File: src/rtl/fqs_pkg.sv
package fqs_pkg;

   // queue geometry
   localparam int DEPTH = 16;
   localparam int IDX_W = $clog2(DEPTH);
   localparam int CNT_W = $clog2(DEPTH + 1);
   localparam int DATA_W = 32;
   localparam int OP_W = 3;
   localparam int STAT_W = 2;
   localparam int POS_W = 5;

   localparam logic [CNT_W-1:0] FULL_COUNT = CNT_W'(DEPTH);

   // opcodes
   localparam logic [OP_W-1:0] OP_INSERT  = 3'd0;
   localparam logic [OP_W-1:0] OP_DELETE  = 3'd1;
   localparam logic [OP_W-1:0] OP_SEARCH  = 3'd2;
   localparam logic [OP_W-1:0] OP_PEEK    = 3'd3;
   localparam logic [OP_W-1:0] OP_DISPLAY = 3'd4;

   // result status codes
   localparam logic [STAT_W-1:0] ST_OK        = 2'd0;
   localparam logic [STAT_W-1:0] ST_EMPTY     = 2'd1;
   localparam logic [STAT_W-1:0] ST_FULL      = 2'd2;
   localparam logic [STAT_W-1:0] ST_NOT_FOUND = 2'd3;

   // commands from the controller to the datapath
   typedef struct packed {
      logic start;
      logic insert;
      logic underflow;
      logic head_out;
      logic pop;
      logic scan;
      logic search;
      logic drain;
   } cmd_type;

   // status from the datapath to the controller
   typedef struct packed {
      logic full;
      logic empty;
      logic out_free;
      logic scan_done;
   } stat_type;

   // ring index of base plus an offset below the depth
   function automatic logic [IDX_W-1:0] ring_add(logic [IDX_W-1:0] base,
                                                 logic [CNT_W-1:0] offs);
      logic [CNT_W:0] sum;
      sum = (CNT_W+1)'(base) + (CNT_W+1)'(offs);
      if (sum >= (CNT_W+1)'(DEPTH)) begin
         sum = sum - (CNT_W+1)'(DEPTH);
      end
      return sum[IDX_W-1:0];
   endfunction

endpackage

File: src/rtl/fqs_if.sv
// request channel
interface fqs_req_if import fqs_pkg::*; ();
   logic                     valid;
   logic                     ready;
   logic [OP_W-1:0]          opcode;
   logic signed [DATA_W-1:0] value;

   modport source (output valid, output opcode, output value, input ready);
   modport sink (input valid, input opcode, input value, output ready);
endinterface

// response channel
interface fqs_rsp_if import fqs_pkg::*; ();
   logic                     valid;
   logic                     ready;
   logic [STAT_W-1:0]        status;
   logic signed [DATA_W-1:0] result_value;
   logic [POS_W-1:0]         position;
   logic                     last;

   modport source (output valid, output status, output result_value, output position,
                   output last, input ready);
   modport sink (input valid, input status, input result_value, input position,
                 input last, output ready);
endinterface

File: src/rtl/fifo_queue_with_search.sv
// FIFO queue of signed 32-bit values with linear search.
//
// req_ch carries opcode and value; an item transfers when valid and ready are
// both high. Opcodes: insert, delete, search, peek, display; other codes are
// taken and dropped with no response. rsp_ch carries status,
// result_value, position and last; last marks the final response of an item.
// The block works on one item at a time: ready is high only when idle.
// Insert, delete, peek and any underflow give one response, which the state after
// IDLE writes into the output register once that register is free.
// Search and display read one stored entry per cycle, unless a result waits
// on a stalled output, from the single read port of the entry store. Search
// holds back one match so the last one can be marked.
// A stalled receiver holds the single output register; the scan waits when it
// needs that register and resumes without loss once the response transfers.
// Synchronous reset empties the queue (head, tail and count to zero) and
// drops any pending response; stored entries are never cleared.
module fifo_queue_with_search import fqs_pkg::*; (
   input logic     clock,
   input logic     reset,
   fqs_req_if.sink   req_ch,
   fqs_rsp_if.source rsp_ch
);

   cmd_type  cmd;
   stat_type stat;

   // sequencer
   fqs_ctrl u_ctrl (
      .clock      (clock),
      .reset      (reset),
      .req_valid  (req_ch.valid),
      .req_opcode (req_ch.opcode),
      .req_ready  (req_ch.ready),
      .stat       (stat),
      .cmd        (cmd)
   );

   // store, pointers and result register
   fqs_datapath u_datapath (
      .clock        (clock),
      .reset        (reset),
      .req_value    (req_ch.value),
      .cmd          (cmd),
      .stat         (stat),
      .rsp_ready    (rsp_ch.ready),
      .rsp_valid    (rsp_ch.valid),
      .rsp_status   (rsp_ch.status),
      .rsp_value    (rsp_ch.result_value),
      .rsp_position (rsp_ch.position),
      .rsp_last     (rsp_ch.last)
   );

endmodule

File: src/rtl/fqs_ctrl.sv
module fqs_ctrl import fqs_pkg::*; (
   input  logic            clock,
   input  logic            reset,
   input  logic            req_valid,
   input  logic [OP_W-1:0] req_opcode,
   output logic            req_ready,
   input  stat_type        stat,
   output cmd_type         cmd
);

   typedef enum logic [2:0] {
      S_IDLE,
      S_INSERT,
      S_UNDER,
      S_HEAD,
      S_SCAN,
      S_DRAIN
   } state_type;

   state_type state_ff, state_in;
   logic      search_ff, search_in;
   logic      pop_ff, pop_in;
   logic      take;

   assign req_ready = (state_ff == S_IDLE);
   assign take      = req_valid && req_ready;

   // next state and commands
   always_comb begin
      state_in  = state_ff;
      search_in = search_ff;
      pop_in    = pop_ff;
      cmd       = '0;
      cmd.pop    = pop_ff;
      cmd.search = search_ff;
      case (state_ff)
         S_IDLE: begin
            if (take && req_opcode <= OP_DISPLAY) begin
               cmd.start = 1'b1;
               search_in = (req_opcode == OP_SEARCH);
               pop_in    = (req_opcode == OP_DELETE);
               if (req_opcode == OP_INSERT) begin
                  state_in = S_INSERT;
               end else if (stat.empty) begin
                  state_in = S_UNDER;
               end else if (req_opcode == OP_DELETE || req_opcode == OP_PEEK) begin
                  state_in = S_HEAD;
               end else begin
                  state_in = S_SCAN;
               end
            end
         end
         S_INSERT: begin
            if (stat.out_free) begin
               cmd.insert = 1'b1;
               state_in   = S_IDLE;
            end
         end
         S_UNDER: begin
            if (stat.out_free) begin
               cmd.underflow = 1'b1;
               state_in      = S_IDLE;
            end
         end
         S_HEAD: begin
            if (stat.out_free) begin
               cmd.head_out = 1'b1;
               state_in     = S_IDLE;
            end
         end
         S_SCAN: begin
            cmd.scan = 1'b1;
            if (stat.scan_done) begin
               state_in = search_ff ? S_DRAIN : S_IDLE;
            end
         end
         S_DRAIN: begin
            if (stat.out_free) begin
               cmd.drain = 1'b1;
               state_in  = S_IDLE;
            end
         end
         default: begin
            state_in = S_IDLE;
         end
      endcase
   end

   // state and mode flags
   always_ff @(posedge clock) begin
      if (reset) begin
         state_ff  <= S_IDLE;
         search_ff <= 1'b0;
         pop_ff    <= 1'b0;
      end else begin
         state_ff  <= state_in;
         search_ff <= search_in;
         pop_ff    <= pop_in;
      end
   end

endmodule

File: src/rtl/fqs_datapath.sv
module fqs_datapath import fqs_pkg::*; (
   input  logic                     clock,
   input  logic                     reset,
   input  logic signed [DATA_W-1:0] req_value,
   input  cmd_type                  cmd,
   output stat_type                 stat,
   input  logic                     rsp_ready,
   output logic                     rsp_valid,
   output logic [STAT_W-1:0]        rsp_status,
   output logic signed [DATA_W-1:0] rsp_value,
   output logic [POS_W-1:0]         rsp_position,
   output logic                     rsp_last
);

   logic [DATA_W-1:0] mem [DEPTH];

   logic [IDX_W-1:0]  head_ff, head_in;
   logic [IDX_W-1:0]  tail_ff, tail_in;
   logic [CNT_W-1:0]  count_ff, count_in;
   logic [CNT_W-1:0]  iss_ff, iss_in;
   logic [CNT_W-1:0]  chk_pos_ff, chk_pos_in;
   logic              rd_valid_ff, rd_valid_in;
   logic              pend_valid_ff, pend_valid_in;
   logic [DATA_W-1:0] pend_value_ff, pend_value_in;
   logic [CNT_W-1:0]  pend_pos_ff, pend_pos_in;
   logic [DATA_W-1:0] key_ff, key_in;
   logic [DATA_W-1:0] rd_data_ff;
   logic              out_valid_ff, out_valid_in;
   logic [STAT_W-1:0] out_status_ff, out_status_in;
   logic [DATA_W-1:0] out_value_ff, out_value_in;
   logic [POS_W-1:0]  out_pos_ff, out_pos_in;
   logic              out_last_ff, out_last_in;

   logic              rd_en;
   logic [IDX_W-1:0]  rd_addr;
   logic              wr_en;
   logic              out_free;
   logic              match;
   logic              consume_ok;

   assign out_free       = !out_valid_ff || rsp_ready;
   assign match          = (rd_data_ff == key_ff);
   assign stat.full      = (count_ff == FULL_COUNT);
   assign stat.empty     = (count_ff == '0);
   assign stat.out_free  = out_free;
   assign stat.scan_done = !rd_valid_ff && (iss_ff == count_ff);

   // a scanned entry may retire unless it has to push a result into a busy slot
   always_comb begin
      if (cmd.search) begin
         consume_ok = !(match && pend_valid_ff) || out_free;
      end else begin
         consume_ok = out_free;
      end
   end

   // queue pointers, scan walk and result register
   always_comb begin
      head_in       = head_ff;
      tail_in       = tail_ff;
      count_in      = count_ff;
      iss_in        = iss_ff;
      chk_pos_in    = chk_pos_ff;
      rd_valid_in   = rd_valid_ff;
      pend_valid_in = pend_valid_ff;
      pend_value_in = pend_value_ff;
      pend_pos_in   = pend_pos_ff;
      key_in        = key_ff;
      rd_en         = 1'b0;
      rd_addr       = head_ff;
      wr_en         = 1'b0;
      out_valid_in  = out_valid_ff && !rsp_ready;
      out_status_in = out_status_ff;
      out_value_in  = out_value_ff;
      out_pos_in    = out_pos_ff;
      out_last_in   = out_last_ff;

      // accepted item: latch value and fetch the head entry
      if (cmd.start) begin
         rd_en         = 1'b1;
         rd_addr       = head_ff;
         iss_in        = CNT_W'(1);
         chk_pos_in    = CNT_W'(1);
         rd_valid_in   = 1'b1;
         key_in        = req_value;
         pend_valid_in = 1'b0;
      end

      // append at tail
      if (cmd.insert) begin
         out_valid_in  = 1'b1;
         out_status_in = stat.full ? ST_FULL : ST_OK;
         out_value_in  = '0;
         out_pos_in    = '0;
         out_last_in   = 1'b1;
         if (!stat.full) begin
            wr_en    = 1'b1;
            tail_in  = ring_add(tail_ff, CNT_W'(1));
            count_in = count_ff + CNT_W'(1);
         end
      end

      // operation on an empty queue
      if (cmd.underflow) begin
         out_valid_in  = 1'b1;
         out_status_in = ST_EMPTY;
         out_value_in  = '0;
         out_pos_in    = '0;
         out_last_in   = 1'b1;
      end

      // peek or delete the head
      if (cmd.head_out) begin
         out_valid_in  = 1'b1;
         out_status_in = ST_OK;
         out_value_in  = rd_data_ff;
         out_pos_in    = '0;
         out_last_in   = 1'b1;
         if (cmd.pop) begin
            head_in  = ring_add(head_ff, CNT_W'(1));
            count_in = count_ff - CNT_W'(1);
         end
      end

      // final search result: held match or not found
      if (cmd.drain) begin
         out_valid_in  = 1'b1;
         out_status_in = pend_valid_ff ? ST_OK : ST_NOT_FOUND;
         out_value_in  = pend_valid_ff ? pend_value_ff : '0;
         out_pos_in    = pend_valid_ff ? POS_W'(pend_pos_ff) : '0;
         out_last_in   = 1'b1;
         pend_valid_in = 1'b0;
      end

      // walk head to tail, one entry a cycle unless a result waits on a stalled output
      if (cmd.scan) begin
         if (rd_valid_ff && consume_ok) begin
            if (!cmd.search) begin
               out_valid_in  = 1'b1;
               out_status_in = ST_OK;
               out_value_in  = rd_data_ff;
               out_pos_in    = POS_W'(chk_pos_ff);
               out_last_in   = (chk_pos_ff == count_ff);
            end else if (match) begin
               if (pend_valid_ff) begin
                  out_valid_in  = 1'b1;
                  out_status_in = ST_OK;
                  out_value_in  = pend_value_ff;
                  out_pos_in    = POS_W'(pend_pos_ff);
                  out_last_in   = 1'b0;
               end
               pend_valid_in = 1'b1;
               pend_value_in = rd_data_ff;
               pend_pos_in   = chk_pos_ff;
            end
         end
         if (!rd_valid_ff || consume_ok) begin
            if (iss_ff < count_ff) begin
               rd_en       = 1'b1;
               rd_addr     = ring_add(head_ff, iss_ff);
               iss_in      = iss_ff + CNT_W'(1);
               chk_pos_in  = iss_ff + CNT_W'(1);
               rd_valid_in = 1'b1;
            end else begin
               rd_valid_in = 1'b0;
            end
         end
      end
   end

   // entry store
   always_ff @(posedge clock) begin
      if (wr_en) begin
         mem[tail_ff] <= key_ff;
      end
      if (rd_en) begin
         rd_data_ff <= mem[rd_addr];
      end
   end

   // control registers
   always_ff @(posedge clock) begin
      if (reset) begin
         head_ff       <= '0;
         tail_ff       <= '0;
         count_ff      <= '0;
         iss_ff        <= '0;
         rd_valid_ff   <= 1'b0;
         pend_valid_ff <= 1'b0;
         out_valid_ff  <= 1'b0;
      end else begin
         head_ff       <= head_in;
         tail_ff       <= tail_in;
         count_ff      <= count_in;
         iss_ff        <= iss_in;
         rd_valid_ff   <= rd_valid_in;
         pend_valid_ff <= pend_valid_in;
         out_valid_ff  <= out_valid_in;
      end
   end

   // payload registers
   always_ff @(posedge clock) begin
      chk_pos_ff    <= chk_pos_in;
      pend_value_ff <= pend_value_in;
      pend_pos_ff   <= pend_pos_in;
      key_ff        <= key_in;
      out_status_ff <= out_status_in;
      out_value_ff  <= out_value_in;
      out_pos_ff    <= out_pos_in;
      out_last_ff   <= out_last_in;
   end

   assign rsp_valid    = out_valid_ff;
   assign rsp_status   = out_status_ff;
   assign rsp_value    = out_value_ff;
   assign rsp_position = out_pos_ff;
   assign rsp_last     = out_last_ff;

   // a stalled result is never overwritten
   a_no_overwrite: assert property (@(posedge clock) disable iff (reset)
      out_valid_ff && !rsp_ready |=> out_valid_ff && $stable(out_value_ff)
         && $stable(out_last_ff))
      else $error("stalled result overwritten");

   // accepted insert into a non-full queue grows it by one
   a_insert_count: assert property (@(posedge clock) disable iff (reset)
      cmd.insert && !stat.full |=> count_ff == $past(count_ff) + CNT_W'(1))
      else $error("insert did not grow the queue");

   // empty or full queue has head and tail together
   a_ring_ptrs: assert property (@(posedge clock) disable iff (reset)
      (count_ff == '0 || count_ff == FULL_COUNT) |-> head_ff == tail_ff)
      else $error("ring pointers disagree with entry count");

   // a new item starts with no held match
   a_pend_clear: assert property (@(posedge clock) disable iff (reset)
      cmd.start |=> !pend_valid_ff)
      else $error("held match survived a new item");

endmodule
File: src/flat_wrapper.sv
// flat-port wrapper written by rule: the top's interface ports become plain ports
module fifo_queue_with_search_flat import fqs_pkg::*;
  (clock, reset, req_ch_valid, req_ch_opcode, req_ch_value, req_ch_ready, rsp_ch_valid, rsp_ch_status, rsp_ch_result_value, rsp_ch_position, rsp_ch_last, rsp_ch_ready);
  fqs_req_if req_ch_i ();
  fqs_rsp_if rsp_ch_i ();
  input logic clock;
  input logic reset;
  input wire logic [$bits(req_ch_i.valid)-1:0] req_ch_valid;
  input wire logic [$bits(req_ch_i.opcode)-1:0] req_ch_opcode;
  input wire logic [$bits(req_ch_i.value)-1:0] req_ch_value;
  output wire logic [$bits(req_ch_i.ready)-1:0] req_ch_ready;
  output wire logic [$bits(rsp_ch_i.valid)-1:0] rsp_ch_valid;
  output wire logic [$bits(rsp_ch_i.status)-1:0] rsp_ch_status;
  output wire logic [$bits(rsp_ch_i.result_value)-1:0] rsp_ch_result_value;
  output wire logic [$bits(rsp_ch_i.position)-1:0] rsp_ch_position;
  output wire logic [$bits(rsp_ch_i.last)-1:0] rsp_ch_last;
  input wire logic [$bits(rsp_ch_i.ready)-1:0] rsp_ch_ready;
  assign req_ch_i.valid = req_ch_valid;
  assign req_ch_i.opcode = req_ch_opcode;
  assign req_ch_i.value = req_ch_value;
  assign req_ch_ready = req_ch_i.ready;
  assign rsp_ch_valid = rsp_ch_i.valid;
  assign rsp_ch_status = rsp_ch_i.status;
  assign rsp_ch_result_value = rsp_ch_i.result_value;
  assign rsp_ch_position = rsp_ch_i.position;
  assign rsp_ch_last = rsp_ch_i.last;
  assign rsp_ch_i.ready = rsp_ch_ready;
  fifo_queue_with_search u_core (.clock(clock), .reset(reset), .req_ch(req_ch_i), .rsp_ch(rsp_ch_i));
endmodule
File: config.mk
export PLATFORM = sky130hd
export DESIGN_NAME = fifo_queue_with_search_flat
export DESIGN_NICKNAME = d
export VERILOG_FILES = /design/src/rtl/fqs_pkg.sv /design/src/rtl/fqs_if.sv /design/src/rtl/fifo_queue_with_search.sv /design/src/rtl/fqs_ctrl.sv /design/src/rtl/fqs_datapath.sv /design/src/flat_wrapper.sv
export SDC_FILE = /design/constraint.sdc
export NUM_CORES = 1
export LEC_CHECK = 0
export ABC_AREA = 1
export BUFFER_PORTS_ARGS = -buffer_cell sky130_fd_sc_hd__buf_2
export CAP_MARGIN = 20
export CORE_UTILIZATION = 45
export CTS_CLUSTER_DIAMETER = 120
export DETAILED_ROUTE_END_ITERATION = 10
export PLACE_DENSITY = 0.58
export SYNTH_ARGS = -nofsm -noshare
export SYNTH_HDL_FRONTEND = slang
export SYNTH_SLANG_ARGS = --single-unit
File: constraint.sdc
create_clock -name clock -period 8.4 [get_ports clock]
set_input_delay 0.84 -clock clock [delete_from_list [all_inputs] [get_ports clock]]
set_output_delay 0.84 -clock clock [all_outputs]
set_load 0.1 [all_outputs]
== Yosys cells after proc, flatten, opt, wreduce, memory -nomap -nowiden ==
Memories as Yosys holds them, arrays and structs flattened. A register that Yosys moved wholly into a read port is not among the register bits.
Cells that the tools add are included.

* $add $sub $neg: 9
* Order comparisons: 5
* Equality and inequality tests: 15
* Mux-type cells: 102
* Bitwise gates (word level): 1
* Reduce and logical (&&, ||, !) cells: 23

{| class="wikitable"
|+ Operators by type and width
! kind !! number
|-
| $mux 32 || 10
|-
| $mux 5 || 22
|-
| $mux 1 || 45
|-
| $eq 32x32->1 || 1
|-
| $mux 4 || 6
|-
| $mux 2 || 11
|-
| $mux 3 || 7
|-
| $eq 3x2->1 const B || 4
|-
| $sub 4x1->4 const B || 3
|-
| $add 4x1->5 const B || 2
|-
| $add 5x1->5 const B || 2
|-
| $eq 5x5->1 || 2
|-
| $ge 5x5->1 const B || 2
|-
| $pmux 3 s3 || 1
|-
| $add 4x5->6 || 1
|-
| $eq 3x1->1 const B || 2
|-
| $eq 3x3->1 const B || 2
|-
| $ge 6x5->1 const B || 1
|-
| $logic_and 1x1->1 || 6
|-
| $logic_not 3->1 || 2
|-
| $ne 2x1->1 const B || 3
|-
| $reduce_and 2->1 || 3
|-
| $eq 5x5->1 const B || 1
|-
| $logic_not 5->1 || 1
|-
| 9 further kinds || 15
|}

* Bits in registers: 140
* RAM bits: 512
* Bits of input ports: 39
* Output and inout port bits: 42
* Logic and storage cells: 174
* Memories kept: 1

{| class="wikitable"
|+ Memories
! memory !! words !! width !! read ports !! clocked after Yosys merged registers in !! wr ports !! line !! RTL
|-
| u_core.u_datapath.mem || 16 || 32 || 1 || 1 || 1 || fqs_datapath.sv:15 || <nowiki>logic [DATA_W-1:0] mem [DEPTH];</nowiki>
|}

== Depth between registers and ports, before layout ==
* Word-level depth: 13
* Mapped depth: 20
* Gate-level depth less buffers: 18

== Hierarchy ==
A second synthesis with hierarchy kept.

* Cell total of the unflattened synthesis: 2,996
* Area, all modules: 30,419.2 µm²

{| class="wikitable"
|+ Modules (own cells, without submodules)
! module !! instances !! cells an instance !! area an instance (µm²) !! sequential area each (µm²)
|-
| fqs_datapath || 1 || 2,928 || 30,003.8 || 19,728.9
|-
| fqs_ctrl || 1 || 68 || 415.4 || 100.1
|}

== Worst setup path after synthesis ==
Ideal clock, no wire load.

* Kind: flip-flop to flip-flop
* Start point: register u_core.u_ctrl.state_ff[1]
* End point: register u_core.u_datapath.rd_data_ff[0], read port of u_core.u_datapath.mem, enable pin
* Setup time: 0.389 ns
* Data arrival time: 6.651 ns
* Data required time: 8.011 ns
* Setup slack: 1.360 ns
* Stages on the path, launching flop included: 6
* Path buffers: 0
* Period minus slack after synthesis: 7.040 ns
* Cell sequence: dfxtp_1 > nor3_1 > inv_1 > nor3_1 > nor2_1 > inv_1

{| class="wikitable"
|+ RTL lines
! item !! line !! RTL
|-
| start: declaration || fqs_ctrl.sv:20 || <nowiki>state_type state_ff, state_in;</nowiki>
|-
| start signal: assignment || fqs_ctrl.sv:96 || <nowiki>state_ff <= state_in;</nowiki>
|-
| end: declaration || fqs_datapath.sv:27 || <nowiki>logic [DATA_W-1:0] rd_data_ff;</nowiki>
|}

== Worst setup path in the final report ==
* Start point: register u_core.u_datapath.key_ff[22]
* End point: register u_core.u_datapath.rd_data_ff[23], read port of u_core.u_datapath.mem, data pin

* Longest elaborated chain between the ends: 8
* Elaborated cells on any way between the ends: 10
* Those cells by class: eq/ne (1); mux (5); reduce/logical (4)

{| class="wikitable"
|+ Ends and longest elaborated chain
! item !! line !! RTL
|-
| start: declaration || fqs_datapath.sv:26 || <nowiki>logic [DATA_W-1:0] key_ff, key_in;</nowiki>
|-
| start signal: assignment || fqs_datapath.sv:207 || <nowiki>key_ff <= key_in;</nowiki>
|-
| $eq 32x32->1 * || fqs_datapath.sv:42 || <nowiki>assign match = (rd_data_ff == key_ff);</nowiki>
|-
| $logic_and 1x1->1 * || fqs_datapath.sv:51 || <nowiki>consume_ok = !(match && pend_valid_ff) || out_free;</nowiki>
|-
| $logic_not 1->1 * || fqs_datapath.sv:51 ||
|-
| $logic_or 1x1->1 * || fqs_datapath.sv:51 ||
|-
| $mux 1 * || fqs_datapath.sv:50 || <nowiki>if (cmd.search) begin</nowiki>
|-
| $logic_or 1x1->1 * || fqs_datapath.sv:157 || <nowiki>if (!rd_valid_ff || consume_ok) begin</nowiki>
|-
| $mux 4 or $mux 1 (tied branches) || fqs_datapath.sv:157 ||
|-
| $mux 4 or $mux 1 (tied branches) || fqs_datapath.sv:136 || <nowiki>if (cmd.scan) begin</nowiki>
|}

Mark *: on every way between the ends. The rest lies on a longest branch, timed or not.
A chain may end at the register's enable or synchronous reset.

==> qor.yml <==
critical_path:
  cp.depth: 17
  critical_path.reg2reg.endpoint: "u_core.u_datapath.rd_data_ff[23]$_DFFE_PP_"
  endpoint_kind: "flip-flop"
  arrival_ns: 5.18
  rr_startpoint: "u_core.u_datapath.key_ff[22]$_DFFE_PP_"
  worstSetupStartpointType: "flip-flop"
  critPathMaxFanout: 79
  r2r_setup_slack_ns: 3.69
  crit_buf_inv: 2
  critical-path-max-stage-delay_ns: 0.83
  worstSetupEndpoint: "u_core.u_datapath.rd_data_ff[23]$_DFFE_PP_"
  path_delay_family: "simple AND/OR/NAND/NOR gates"
  crit_path_cell_trace: "xnor2_1, nand2_1, nor2_1, nand2_1, nor2_2, nand3_1, nand2_2, nand3_4, nand2_4, nand2_1, o21ai_4, buf_4, buf_4, nand3_1, nand3_1, nand3_1, nand2_1"
  slowest_stage: "buf_4"
  reg2reg_depth: 17
  worstPathRequired_ns: 8.87
  crit_type: "reg -> reg"
  startpoint: "u_core.u_datapath.key_ff[22]$_DFFE_PP_"
power_and_ir_drop:
  power.density_nw_per_um2: 274
  power_frac_clock_pct: 34.8
  p_switching_mw: 2.99
  ir_drop_v: 0.000220
  leakage_nw: 14.0
  p_int_mw: 6.41
  pwr-share-seq_pct: 46.5
  combPwrFrac_pct: 18.7
  p_sw_share_pct: 31.8
clocking:
  clk_pin_slew_ns: 0.06
  clock_sinks: 684
  cts_tree: "yes"
  clock-root-buffer: "clkbuf_16"
  cts_setup_buffers: 0
  cts_max_path_buffers: 3
  ctsHoldBuffers: 0
  cts-htree-levels: 3
  cts-resized-gates: 0
  clkLatencyLatePin_ns: 0.62
  cts_buffers: 76
die:
  pin_count: 81
  start_util_pct: 45.4
  design.die.area_um2: 68800
  fp.coreArea_um2: 67200
  fp-row-count: 95
  fp.dieH_um: 262
  die_x_um: 262
synth:
  yosysUniqueCellTypes: 41
  synthFlopType: "edfxtp_1"
  synth_edf_count: 613
  yosys.area.top_type: "edfxtp_1"
  synth_fp_nets: 3067
  ys_seq_area_share_pct: 65.0
  synth_top_area_share_pct: 60.4
  synth.avg_cell_area_um2: 10.1
  synthCells: 3010
  syn-cell-area_um2: 30500
  yosys-top-cells-area: "edfxtp_1 60%, nand3_1 11%, inv_1 7.2%"
  synth_seq_cells: 684
  synth-async-reset-ratio_pct: 0
  yosysWarnings: 0
sta:
  clock_skew_ns: 0.0260
  setup_tns_ns: 0
  grt_setup_unrepaired: "no"
  finalCritPeriodShare_pct: 56.0
  hold_viol: 0
  slew_viol_final: 0
  slew_headroom_pct: 27.7
  max_freq_mhz: 212
  tightest_slew_ns: 1.08
  setup_viol: 0
  post-route-min-period_ns: 4.71
grt:
  grt_pass1_vias: 21000
  grt_overflow_total: 0
  grt_pass1_wl_mm: 129
  grt_max_degree: 127
  grt_util_all_layers_pct: 24.8
  antenna_found_initial: 0
route:
  first_iter_violations: 2519
  drtPass1Iterations: 6
  post_drt_wl_per_cell_um: 21.3
  ant_nets: 0
  num_vias: 21600
  drc: 0
  vias_per_cell: 5.42
  drt-total-wl_mm: 85.0
final_layout:
  fin_nets: 3117
  final_cell_area_um2: 34200
  instances_no_fill: 3996
  final_common_cell: "nand3_1"
  n_fill_cell: 5940
  antenna_cells: 0
  final_cell_mix: "647 x nand3_1, 613 x edfxtp_1, 589 x inv_1"
  final_layout_size_suffix_gt1_share_pct: 9.00
  area_delta_synth_final_pct: 12.3
outcome:
  status: "finished, final reports clean"
placement:
  placed_cells: 3855
  gp_congestion: 0.830
  place.port_buffers: 80
  dpl_cell_area_um2: 31800
  dpl.hpwl_mm: 45.5
run:
  maxCapViolCount: 0
min_path:
  hp-class: "in -> reg"
[stage by stage]
stage                     worst slack [ns]  hold slack (ns)  utilization [%]  power, mW
after floorplan                       1.36            0.408                -       5.64
after global placement                3.80            0.410             47.4       6.15
after detailed placement              3.71            0.414             47.4       6.19
after CTS                             3.67            0.359             51.0       9.45
after global routing                  3.33            0.370             51.0       9.74
final                                 3.69            0.390             51.0       9.40
[area by class of cell]
type                            count  area (um2)  area share, %
Clock buffer                      106        2090           6.10
Clock inverter                     35         340          0.994
Inverter                          601        2260           6.59
Multi-Input combinational cell   1565        7840           22.9
Sequential cell                   684       19800           57.9
Tap cell                          873        1090           3.19
Timing Repair Buffer              132         791           2.31
[registers in the layout, summed over array words and instances, names as in the netlist]
| name | cells |
|---|---|
| u_core.u_datapath.key_ff | 32 |
| u_core.u_ctrl.state_ff | 3 |
| u_core.u_datapath.rd_valid_ff | 1 |
| u_core.u_datapath.iss_ff | 5 |
| u_core.u_datapath.pend_pos_ff | 5 |
| u_core.u_datapath.mem | 512 |
| u_core.u_datapath.rsp_value | 32 |
| u_core.u_datapath.head_ff | 4 |
| u_core.u_datapath.rsp_status | 2 |
| u_core.u_datapath.pend_value_ff | 32 |
| u_core.u_datapath.rsp_position | 5 |
| u_core.u_datapath.rsp_last | 1 |
| u_core.u_datapath.tail_ff | 4 |
| u_core.u_datapath.count_ff | 5 |
| u_core.u_ctrl.search_ff | 1 |
| u_core.u_ctrl.pop_ff | 1 |
| u_core.u_datapath.rd_data_ff | 32 |
| u_core.u_datapath.pend_valid_ff | 1 |
| u_core.u_datapath.chk_pos_ff | 5 |
| u_core.u_datapath.rsp_valid | 1 |
[how the worst min path moves through the flow]
stage,startpoint,end,depth (start not counted)
5_1_grt,req_ch_value[13],u_core.u_datapath.key_ff[13]$_DFFE_PP_,1
6_report,req_ch_value[13],u_core.u_datapath.key_ff[13]$_DFFE_PP_,1
3_3_place_gp,u_core.u_datapath.chk_pos_ff[3]$_DFF_P_,u_core.u_datapath.pend_pos_ff[3]$_DFFE_PP_,0
4_1_cts,req_ch_value[13],u_core.u_datapath.key_ff[13]$_DFFE_PP_,1
2_1_floorplan,u_core.u_datapath.chk_pos_ff[3]$_DFF_P_,u_core.u_datapath.pend_pos_ff[3]$_DFFE_PP_,0
3_5_place_dp,u_core.u_datapath.chk_pos_ff[3]$_DFF_P_,u_core.u_datapath.pend_pos_ff[3]$_DFFE_PP_,0
[power by group through the flow]
stage               combinational [mW]  clock [mW]  sequential, mW
detailed placement                1.75           0            4.44
global placement                  1.73           0            4.42
floorplan                        0.784           0            4.85
finish                            1.75        3.27            4.37
CTS                               1.76        3.33            4.37
global route                      1.88        3.46            4.40
[routing by layer]
layer  up-vias  track usage [%]  share of wire, %
li1      10100                -                 -
met1     10500             33.6                43
met2       843             40.7                47
met3       146             3.81               7.2
met4         0             8.27               2.5
met5         -                0                 0
[synth_stat cells, drive strengths merged (24+ instances only)]
master	instances
xnor2	24
clkbuf	52
nor2	75
nand3	651
buf	108
a21oi	53
o21ai	76
dfxtp	71
nand2	559
edfxtp	613
inv	600
[kinds of logic (layout without fill, tap and decap cells)]
kind of cell             after synthesis  count (layout)  share of synthesized area (%)
AND/OR/NAND/NOR                     1303            1303                           19.0
buffers and inverters                761             874                           9.97
flip-flops                           684             684                           65.0
AO/OA/AOI/OAI                        212             212                           4.30
XOR/XNOR                              32              32                          0.944
adder cells (fa/ha/maj)               18              18                          0.763
No activity file was read; power rests on OpenSTA's default activity.
